File: config.mk
export PLATFORM = sky130hd
export DESIGN_NAME = led_color_fade_engine
export DESIGN_NICKNAME = d
export VERILOG_FILES = /design/src/rtl/core/lfe_pkg.sv /design/src/rtl/core/lfe_mix.sv /design/src/rtl/core/led_color_fade_engine.sv
export SDC_FILE = /design/constraint.sdc
export NUM_CORES = 2
export LEC_CHECK = 0
export BUFFER_PORTS_ARGS = -buffer_cell sky130_fd_sc_hd__buf_2
export CAP_MARGIN = 20
export CORE_UTILIZATION = 25
export CTS_CLUSTER_DIAMETER = 30
export CTS_CLUSTER_SIZE = 12
export DETAILED_ROUTE_END_ITERATION = 6
export GPL_TIMING_DRIVEN = 0
export MAX_ROUTING_LAYER = met4
export SETUP_SLACK_MARGIN = 0.02
export SLEW_MARGIN = 25
export SYNTH_ARGS = -nofsm -noshare
export SYNTH_HDL_FRONTEND = slang
export SYNTH_HIERARCHICAL = 1
export SYNTH_SLANG_ARGS = --single-unit
File: constraint.sdc
create_clock -name clk -period 8.3 [get_ports clk]
set_input_delay 0.83 -clock clk [delete_from_list [all_inputs] [get_ports clk]]
set_output_delay 0.83 -clock clk [all_outputs]
set_load 0.05 [all_outputs]
File: src/rtl/core/lfe_pkg.sv
// ----------------------------------------------------------------------------
// lfe_pkg
// Shared constants, codes and types of the LED color fade engine.
// ----------------------------------------------------------------------------
`default_nettype none

package lfe_pkg;

	localparam int SLOTS     = 16;
	localparam int TIME_BITS = 32;
	localparam int SLOT_W    = (SLOTS > 1) ? $clog2(SLOTS) : 1;

	localparam int IN_W  = 64;
	localparam int OUT_W = 32;

	localparam logic [1:0] OP_SET   = 2'd0;
	localparam logic [1:0] OP_TICK  = 2'd1;
	localparam logic [1:0] OP_FORCE = 2'd2;

	localparam logic KIND_COLOR  = 1'b0;
	localparam logic KIND_STATUS = 1'b1;

	localparam logic [1:0] CH_RED   = 2'd0;
	localparam logic [1:0] CH_GREEN = 2'd1;
	localparam logic [1:0] CH_BLUE  = 2'd2;

	typedef struct packed {
		logic [7:0]  src;
		logic [7:0]  dst;
		logic [15:0] t;
		logic [15:0] f;
	} lfe_mix_req_t;

	typedef enum logic [3:0] {
		ST_IDLE,
		ST_SET,
		ST_SCAN,
		ST_HOLD,
		ST_FADE,
		ST_MSTART,
		ST_MWAIT,
		ST_EMIT,
		ST_STAT
	} lfe_state_t;

	typedef enum logic [1:0] {
		MX_IDLE,
		MX_MUL,
		MX_DIV,
		MX_DONE
	} lfe_mix_state_t;

	function automatic logic [7:0] chan_get(input logic [23:0] col, input logic [1:0] ch);
		logic [7:0] v;
		case (ch)
			CH_RED:   v = col[23:16];
			CH_GREEN: v = col[15:8];
			default:  v = col[7:0];
		endcase
		return v;
	endfunction

endpackage

`default_nettype wire

File: src/rtl/core/lfe_mix.sv
// ----------------------------------------------------------------------------
// lfe_mix
// One color channel step: src + floor((dst - src) * t / f), with t < f.
// One multiply, then an 8-step restoring divide.
// ----------------------------------------------------------------------------
`default_nettype none

module lfe_mix (
	input  wire logic                 clk,
	input  wire logic                 arst_n,
	input  wire logic                 start,
	input  wire lfe_pkg::lfe_mix_req_t req,
	output logic                      done,
	output logic [7:0]                result
);
	import lfe_pkg::*;

	lfe_mix_state_t state_q, state_d;
	logic [2:0]  cnt_q;
	logic [7:0]  src_q;
	logic [7:0]  diff_q;
	logic        neg_q;
	logic [15:0] t_q;
	logic [15:0] f_q;
	logic [15:0] rem_q;
	logic [7:0]  quo_q;
	logic [23:0] product;
	logic [16:0] trial;
	logic        qbit;
	logic [7:0]  step;

	assign product = 24'(diff_q) * 24'(t_q);
	assign trial   = {rem_q, quo_q[7]};
	assign qbit    = trial >= 17'(f_q);
	// rounding away from the source, toward the target, on a falling channel
	assign step    = quo_q + 8'(neg_q && (rem_q != 16'd0));

	always_comb begin
		state_d = state_q;
		unique case (state_q)
			MX_IDLE: if (start) state_d = MX_MUL;
			MX_MUL:  state_d = MX_DIV;
			MX_DIV:  if (cnt_q == 3'd7) state_d = MX_DONE;
			MX_DONE: state_d = MX_IDLE;
			default: state_d = MX_IDLE;
		endcase
	end

	always_comb begin
		done   = (state_q == MX_DONE);
		result = neg_q ? (src_q - step) : (src_q + step);
	end

	always_ff @(posedge clk or negedge arst_n) begin
		if (!arst_n) begin
			state_q <= MX_IDLE;
			cnt_q   <= 3'd0;
		end else begin
			state_q <= state_d;
			if (state_q == MX_DIV) cnt_q <= cnt_q + 3'd1;
			else cnt_q <= 3'd0;
		end
	end

	always_ff @(posedge clk) begin
		case (state_q)
			MX_IDLE: begin
				if (start) begin
					src_q  <= req.src;
					neg_q  <= req.dst < req.src;
					diff_q <= (req.dst < req.src) ? (req.src - req.dst) : (req.dst - req.src);
					t_q    <= req.t;
					f_q    <= req.f;
				end
			end
			MX_MUL: begin
				rem_q <= product[23:8];
				quo_q <= product[7:0];
			end
			MX_DIV: begin
				rem_q <= qbit ? 16'(trial - 17'(f_q)) : trial[15:0];
				quo_q <= {quo_q[6:0], qbit};
			end
			default: ;
		endcase
	end

endmodule

`default_nettype wire

File: src/rtl/core/led_color_fade_engine.sv
// ----------------------------------------------------------------------------
// led_color_fade_engine
// Per-slot RGB linear crossfade: set, millisecond tick, force-finish.
// ----------------------------------------------------------------------------
// Set word: handled in ST_SET, then ST_EMIT when an output word is produced;
//   the next word is accepted once the engine is back in ST_IDLE.
// Tick/force: per slot ST_SCAN (idle), then ST_HOLD (in hold) or ST_EMIT (forced);
//   a jump to target adds ST_FADE and ST_EMIT, and a fading slot also takes its
//   three channels through the shared 8-step divider.
// One word in flight; not ready until its last output word is registered.
// Reset clears all fades, shown colors (black) and the time counter.
`default_nettype none

module led_color_fade_engine (
	input  wire logic                      clk,
	input  wire logic                      arst_n,
	input  wire logic                      s_tvalid,
	output logic                           s_tready,
	// led_slot[3:0], red[11:4], green[19:12], blue[27:20], hold_ms[43:28], fade_ms[59:44]
	input  wire logic [lfe_pkg::IN_W-1:0]  s_tdata,
	// op[1:0]
	input  wire logic [1:0]                s_tuser,
	output logic                           m_tvalid,
	input  wire logic                      m_tready,
	// slot_out[3:0], red_out[11:4], green_out[19:12], blue_out[27:20], any_active[28]
	output logic [lfe_pkg::OUT_W-1:0]      m_tdata,
	// kind[0]
	output logic                           m_tuser,
	output logic                           m_tlast
);
	import lfe_pkg::*;

	lfe_state_t state_q, state_d;

	logic [SLOT_W-1:0]    idx_q;
	logic [1:0]           ch_q;
	logic                 force_q;
	logic                 any_q;
	logic                 emit_last_q;
	logic                 slot_ok_q;
	logic [23:0]          in_col_q;
	logic [15:0]          in_hold_q;
	logic [15:0]          in_fade_q;
	logic [23:0]          col_q;
	logic [TIME_BITS-1:0] now_q;
	logic [TIME_BITS-1:0] e_q;
	logic [TIME_BITS-1:0] t_q;

	logic                 armed_q  [SLOTS];
	logic [23:0]          shown_q  [SLOTS];
	logic [23:0]          start_q  [SLOTS];
	logic [23:0]          target_q [SLOTS];
	logic [TIME_BITS-1:0] arm_q    [SLOTS];
	logic [15:0]          hold_q   [SLOTS];
	logic [15:0]          fade_q   [SLOTS];

	logic                 m_tvalid_q;
	logic [OUT_W-1:0]     m_tdata_q;
	logic                 m_tuser_q;
	logic                 m_tlast_q;

	logic                 out_free;
	logic                 out_load;
	logic                 adv;
	logic                 mix_start;
	logic                 mix_done;
	logic [7:0]           mix_res;
	lfe_mix_req_t         mix_req;
	lfe_state_t           adv_state;
	logic                 in_hold;
	logic                 fade_end;
	logic                 timed;

	assign out_free  = !m_tvalid_q || m_tready;
	assign adv_state = (idx_q == SLOT_W'(SLOTS - 1)) ? ST_STAT : ST_SCAN;
	assign in_hold   = e_q <= TIME_BITS'(hold_q[idx_q]);
	assign fade_end  = (fade_q[idx_q] == 16'd0) || (t_q >= TIME_BITS'(fade_q[idx_q]));
	assign timed     = (in_hold_q != 16'd0) || (in_fade_q != 16'd0);

	assign mix_req.src = chan_get(start_q[idx_q], ch_q);
	assign mix_req.dst = chan_get(target_q[idx_q], ch_q);
	assign mix_req.t   = t_q[15:0];
	assign mix_req.f   = fade_q[idx_q];

	lfe_mix u_mix (
		.clk    (clk),
		.arst_n (arst_n),
		.start  (mix_start),
		.req    (mix_req),
		.done   (mix_done),
		.result (mix_res)
	);

	always_comb begin
		state_d = state_q;
		unique case (state_q)
			ST_IDLE: begin
				if (s_tvalid) begin
					case (s_tuser)
						OP_SET:             state_d = ST_SET;
						OP_TICK, OP_FORCE:  state_d = ST_SCAN;
						default:            state_d = ST_IDLE;
					endcase
				end
			end
			ST_SET: begin
				if (!slot_ok_q || timed) state_d = ST_IDLE;
				else state_d = ST_EMIT;
			end
			ST_SCAN: begin
				if (!armed_q[idx_q]) state_d = adv_state;
				else if (force_q) state_d = ST_EMIT;
				else state_d = ST_HOLD;
			end
			ST_HOLD: state_d = in_hold ? adv_state : ST_FADE;
			ST_FADE: state_d = fade_end ? ST_EMIT : ST_MSTART;
			ST_MSTART: state_d = ST_MWAIT;
			ST_MWAIT: begin
				if (mix_done) state_d = (ch_q == CH_BLUE) ? ST_EMIT : ST_MSTART;
			end
			ST_EMIT: begin
				if (out_free) state_d = emit_last_q ? ST_IDLE : adv_state;
			end
			ST_STAT: if (out_free) state_d = ST_IDLE;
			default: state_d = ST_IDLE;
		endcase
	end

	always_comb begin
		s_tready  = (state_q == ST_IDLE);
		mix_start = (state_q == ST_MSTART);
		out_load  = ((state_q == ST_EMIT) || (state_q == ST_STAT)) && out_free;
		adv       = ((state_q == ST_SCAN) && !armed_q[idx_q]) ||
		            ((state_q == ST_HOLD) && in_hold) ||
		            ((state_q == ST_EMIT) && out_free && !emit_last_q);
	end

	always_ff @(posedge clk or negedge arst_n) begin
		if (!arst_n) begin
			state_q     <= ST_IDLE;
			idx_q       <= '0;
			ch_q        <= CH_RED;
			force_q     <= 1'b0;
			any_q       <= 1'b0;
			emit_last_q <= 1'b0;
			now_q       <= '0;
			for (int i = 0; i < SLOTS; i++) begin
				armed_q[i] <= 1'b0;
				shown_q[i] <= 24'd0;
			end
		end else begin
			state_q <= state_d;
			if (adv) idx_q <= idx_q + SLOT_W'(1);
			unique case (state_q)
				ST_IDLE: begin
					if (s_tvalid) begin
						force_q     <= (s_tuser == OP_FORCE);
						any_q       <= 1'b0;
						emit_last_q <= (s_tuser == OP_SET);
						idx_q       <= (s_tuser == OP_SET) ? SLOT_W'(s_tdata[3:0]) : '0;
						if (s_tuser == OP_TICK) now_q <= now_q + TIME_BITS'(1);
					end
				end
				ST_SET: begin
					if (slot_ok_q) begin
						if (timed) armed_q[idx_q] <= 1'b1;
						else armed_q[idx_q] <= 1'b0;
					end
				end
				ST_SCAN: begin
					if (armed_q[idx_q]) begin
						any_q <= 1'b1;
						if (force_q) armed_q[idx_q] <= 1'b0;
					end
				end
				ST_FADE: begin
					ch_q <= CH_RED;
					if (fade_end) armed_q[idx_q] <= 1'b0;
				end
				ST_MWAIT: if (mix_done) ch_q <= ch_q + 2'd1;
				ST_EMIT: if (out_free) shown_q[idx_q] <= col_q;
				default: ;
			endcase
		end
	end

	always_ff @(posedge clk) begin
		case (state_q)
			ST_IDLE: begin
				slot_ok_q <= 32'(s_tdata[3:0]) < SLOTS;
				in_col_q  <= {s_tdata[11:4], s_tdata[19:12], s_tdata[27:20]};
				in_hold_q <= s_tdata[43:28];
				in_fade_q <= s_tdata[59:44];
			end
			ST_SET: begin
				col_q <= in_col_q;
				if (slot_ok_q && timed &&
				    (!armed_q[idx_q] || (target_q[idx_q] != in_col_q))) begin
					start_q[idx_q]  <= shown_q[idx_q];
					target_q[idx_q] <= in_col_q;
					arm_q[idx_q]    <= now_q;
					hold_q[idx_q]   <= in_hold_q;
					fade_q[idx_q]   <= in_fade_q;
				end
			end
			ST_SCAN: begin
				col_q <= target_q[idx_q];
				e_q   <= now_q - arm_q[idx_q];
			end
			ST_HOLD: t_q <= e_q - TIME_BITS'(hold_q[idx_q]);
			ST_MWAIT: begin
				if (mix_done) begin
					case (ch_q)
						CH_RED:   col_q[23:16] <= mix_res;
						CH_GREEN: col_q[15:8]  <= mix_res;
						default:  col_q[7:0]   <= mix_res;
					endcase
				end
			end
			default: ;
		endcase
	end

	always_ff @(posedge clk or negedge arst_n) begin
		if (!arst_n) begin
			m_tvalid_q <= 1'b0;
		end else if (out_load) begin
			m_tvalid_q <= 1'b1;
		end else if (m_tready) begin
			m_tvalid_q <= 1'b0;
		end
	end

	always_ff @(posedge clk) begin
		if (out_load) begin
			if (state_q == ST_STAT) begin
				m_tdata_q <= {3'd0, any_q, 28'd0};
				m_tuser_q <= KIND_STATUS;
				m_tlast_q <= 1'b1;
			end else begin
				m_tdata_q <= {3'd0, 1'b0, col_q[7:0], col_q[15:8], col_q[23:16], 4'(idx_q)};
				m_tuser_q <= KIND_COLOR;
				m_tlast_q <= emit_last_q;
			end
		end
	end

	assign m_tvalid = m_tvalid_q;
	assign m_tdata  = m_tdata_q;
	assign m_tuser  = m_tuser_q;
	assign m_tlast  = m_tlast_q;

endmodule

`default_nettype wire

==> impl_results.rst <==
.. list-table::
   :header-rows: 1

   * - Metric
     - Value
   * - Run status
     - finished with violations
   * - Violations in the final reports
     - design-rule violations
   * - Standard-cell rows
     - between 200 and 250
   * - Routed via count
     - roughly 57k
   * - FFs w/ async S/R, synth
     - 0.1811
   * - Compound-Gate Fraction of Synth Area
     - 0.02607
   * - Antenna violations before repair
     - 7
   * - Min Tclk post-route
     - roughly 8 ns
   * - Max Root-Sink Buffers
     - 4
   * - Die area
     - between 400000 and 500000 um^2
   * - Number of nets with antenna violations after routing
     - 0
   * - Share of post-route cells with drive strength above 1
     - 0.3129
   * - Synth Area per Inst
     - 18.71 um^2
   * - Critical path data required time
     - between 9 and 10 ns
   * - Library cell occupying the most area in the post-synthesis netlist
     - edfxtp_1
   * - Area Growth Syn to Fin
     - 22.02%
   * - Final #Nets
     - approximately 6.6k
   * - Vias per cell
     - approximately 4.6
   * - Core ar.
     - 423400 um^2
   * - Critical Path End Type
     - register
   * - DP Wirelength
     - just under 200000 um
   * - Maximum number of pins on one net before global-route repair
     - 100
   * - Total number of yosys warnings
     - 6
   * - Initial Utilization
     - 0.2511
   * - Share of the yosys chip area belonging to registers
     - 0.6824
   * - Share of the core filled with cells
     - 0.3064
   * - Worst Setup Start Kind
     - register
   * - Number of global-route vias before repair
     - around 60k
   * - Die Wd
     - approximately 650 um
   * - I/O pins
     - 106
   * - Summed instance area of the synthesized netlist
     - 106300 um^2
   * - Flip-flop and latch count after synthesis
     - between 2k and 2.5k
   * - Total wire length
     - a little under 300000 um
   * - DRC violations left
     - 22
   * - Gate count of the mapped netlist
     - between 5k and 6k
   * - Maximum VDD drop
     - 0.0003649 V
   * - Routability Congestion
     - 0.8723
   * - Hold Fails Final Rpt
     - 0
   * - # setup viols final
     - 0
   * - Area share of the leading cell type in the synthesized netlist
     - 0.5762
   * - Share of the synthesized netlist area taken by xor and xnor gates
     - 0.01269
   * - Routed length per placed instance
     - 23.82 um
   * - Worst setup path category
     - register to register
   * - Die extent in y
     - 654.1 um
   * - Part of the cycle the worst path needs
     - 0.9668
   * - Distinct cells, synth
     - 82
   * - CTS sink cnt
     - between 2k and 2.5k
   * - Max-capacitance violation count
     - 0
   * - Setup Skew
     - 0.09415 ns
   * - Iteration-0 DRC Markers
     - around 5.5k
   * - Maximum operating frequency
     - ~0.12 GHz
   * - Leakage power
     - approximately 46 nW
   * - Setup repair after global routing missed its margin
     - no
   * - GRT Resource Usage Total
     - 0.1378
   * - Sum of internal, switching and leakage power
     - between 50 and 60 mW
   * - # fillers
     - about 41k
   * - TritonCTS clock tree
     - built
   * - H-tree levels
     - 5
   * - Buffers on Ports
     - a little under 100
   * - Clock slew seen by the registers of the worst setup and hold paths
     - 0.05 ns
   * - Number of synthesized flops with an enable pin
     - around 2.0k
   * - Mux share of post-synthesis cell area
     - 0.1871
   * - Type of the worst min-delay path
     - primary input to register
   * - Tightest Pin Transition
     - 1.188 ns
   * - Clock root buffer
     - clkbuf_16
   * - Most repeated cell in the gate-level netlist after synthesis
     - edfxtp_1
   * - Clock latency reported for the late side of the worst-skew pair
     - a little over 0.9 ns
   * - Detailed-routing iteration count for the pre-antenna-repair pass
     - 7
   * - Pwr/cell area
     - ~410 nW/um^2
   * - Setup Fix Bufs, Post-CTS
     - 0
   * - Adder-cell share of the synthesized area
     - 0.03648
   * - Relative slew margins
     - 0.2082
   * - Top cells by count, synth
     - edfxtp_1, mux4_2, dfrtp_1
   * - Area fraction in and, or, nand and nor cells after synthesis
     - 0.03442
   * - Max Transition Viols Final
     - 0
   * - Wire length of the first global-routing pass
     - about 420000 um
   * - Top fanout value on the critical path
     - 19
   * - Commonest register cell after synthesis
     - edfxtp_1
   * - Remaining global-route overflow
     - 0
   * - Number of clock buffers inserted by TritonCTS
     - between 300 and 400
   * - Main combinational cell family by area after synthesis
     - multiplexers
   * - Top post-synthesis cells by area
     - edfxtp_1, mux4_2, dfrtp_1
   * - Arrival time of data at the critical path endpoint
     - ~8.8 ns
-- metrics by stage --
stage                     hold slack [ns]  cells  cell area [um^2]  TNS (ns)  setup slack (ns)
after global placement             0.4212  11450            113900  -6691.64            -3.527
after detailed placement           0.4311  11540            116000    -2.937           -0.5683
after global routing              0.05832  12270            129700         0           0.02627
after floorplan                    0.4091   5684            106300         0             1.487
after CTS                         0.02557  12270            129700         0            0.1664
final                             0.09034  12270            129700         0            0.2759
-- state kept, by name, summed over array words and instances (netlist names), 29 cells and up, named ones only --
signal,flops
arm_q,512
e_q,32
fade_q,256
hold_q,256
m_tdata,29
now_q,32
shown_q,384
start_q,384
t_q,32
target_q,384
-- cell usage in the layout, fill, tap and decap left out, types with 30 or more instances in the layout --
cell,synthesis,final
and2_1,120,119
clkbuf_1,168,195
o21ai_0,70,70
mux4_2,669,669
mux2i_1,37,37
xor2_1,61,61
clkbuf_16,0,401
nand2_1,172,172
clkinv_4,0,42
buf_2,60,163
edfxtp_1,2040,2040
fa_1,90,90
nor2b_1,48,48
inv_1,257,257
a21o_1,41,41
xnor2_1,93,93
clkinvlp_4,0,41
a22oi_1,47,47
nor2_1,153,151
a21oi_1,123,123
mux2_2,394,394
dfrtp_1,451,451
bufinv_16,0,52
inv_6,0,39
clkinv_1,0,30
clkinv_2,0,40
ha_1,166,165
buf_12,0,34
nand3_1,51,51
buf_16,0,37
-- worst paths after layout --
kind / from / endpoint / slack, ns / cells after the start
min in group asynchronous: arst_n / shown_q[163]$_DFFE_PN0P_ / 0.49 / 2
setup / recovery: idx_q[1]$_DFF_PN0_ / idx_q[2]$_DFF_PN0_ / 0.28 / 20
max in group asynchronous: arst_n / now_q[7]$_DFFE_PN0P_ / 6.00 / 5
setup reg to reg: idx_q[1]$_DFF_PN0_ / idx_q[2]$_DFF_PN0_ / 0.28 / 20
hold / removal: s_tdata[18] / in_col_q[14]$_DFFE_PP_ / 0.09 / 1
hold reg to reg: u_mix/cnt_q[0]$_DFF_PN0_ / u_mix/cnt_q[0]$_DFF_PN0_ / 0.44 / 1
-- layout make-up --
class,instances,area (um^2),share of cell area
tap,5663,7086,0.05462
sequential,2491,72540,0.5592
inverter,258,968.4,0.007465
antenna,9,22.52,0.0001736
clock inverter,271,3318,0.02558
multi-input combinational,2661,31690,0.2443
buffer,273,1287,0.009924
clock buffer,456,10380,0.08002
timing repair buffer,192,2429,0.01872
-- worst max-delay path, stage by stage (launching register included) --
cell             delay (ns)
dfrtp_1                0.59
buf_2                  0.34
buf_2                  0.45
buf_2                  0.65
clkdlybuf4s15_2        0.56
buf_2                  0.40
buf_2                  0.43
mux4_2                 0.36
mux4_2                 0.61
ha_1                   0.27
fa_1                   0.44
nor2b_1                0.15
o21ai_0                0.12
a21boi_0               0.37
o31ai_1                0.27
o31ai_4                0.51
buf_6                  0.21
a21oi_1                0.07
a21oi_1                0.50
o21ai_0                0.15
a31oi_1                0.37
-- report_power, final --
group | leakage (nW) | internal [mW] | switching [mW] | total [mW]
combinational | 14.7 | 7.85 | 10.9 | 18.8
sequential | 24.4 | 16.5 | 1.44 | 17.9
clock | 6.58 | 10.7 | 6.13 | 16.8
-- layer usage --
metal / GRT usage / wire length, um / vias up
met5: - / 0 / -
met4: 0.05682 / 12650 / 0
met2: 0.2346 / 148700 / 2046
met3: 0.01764 / 16080 / 547
met1: 0.1651 / 114900 / 30660
li1: - / - / 23790
-- cell families (layout without fill, tap and decap cells) --
family	after synthesis	count (layout)
flops	2491	2491
mux	1101	1101
simple gates	722	722
buf+inv	532	1450
xor+xnor	154	154
compound gates	425	425
other cells	1	12
fa+ha+maj	256	256
-- repair_timing --
| action | in CTS | in global routing |
|---|---|---|
| hold buffers | 1 | 0 |
| endpoints found under the setup margin | 21 | 2 |
| endpoints found under the hold margin | 52 | 0 |
| resized for setup | 3 | 3 |
Power figures use the tool's default switching activity.
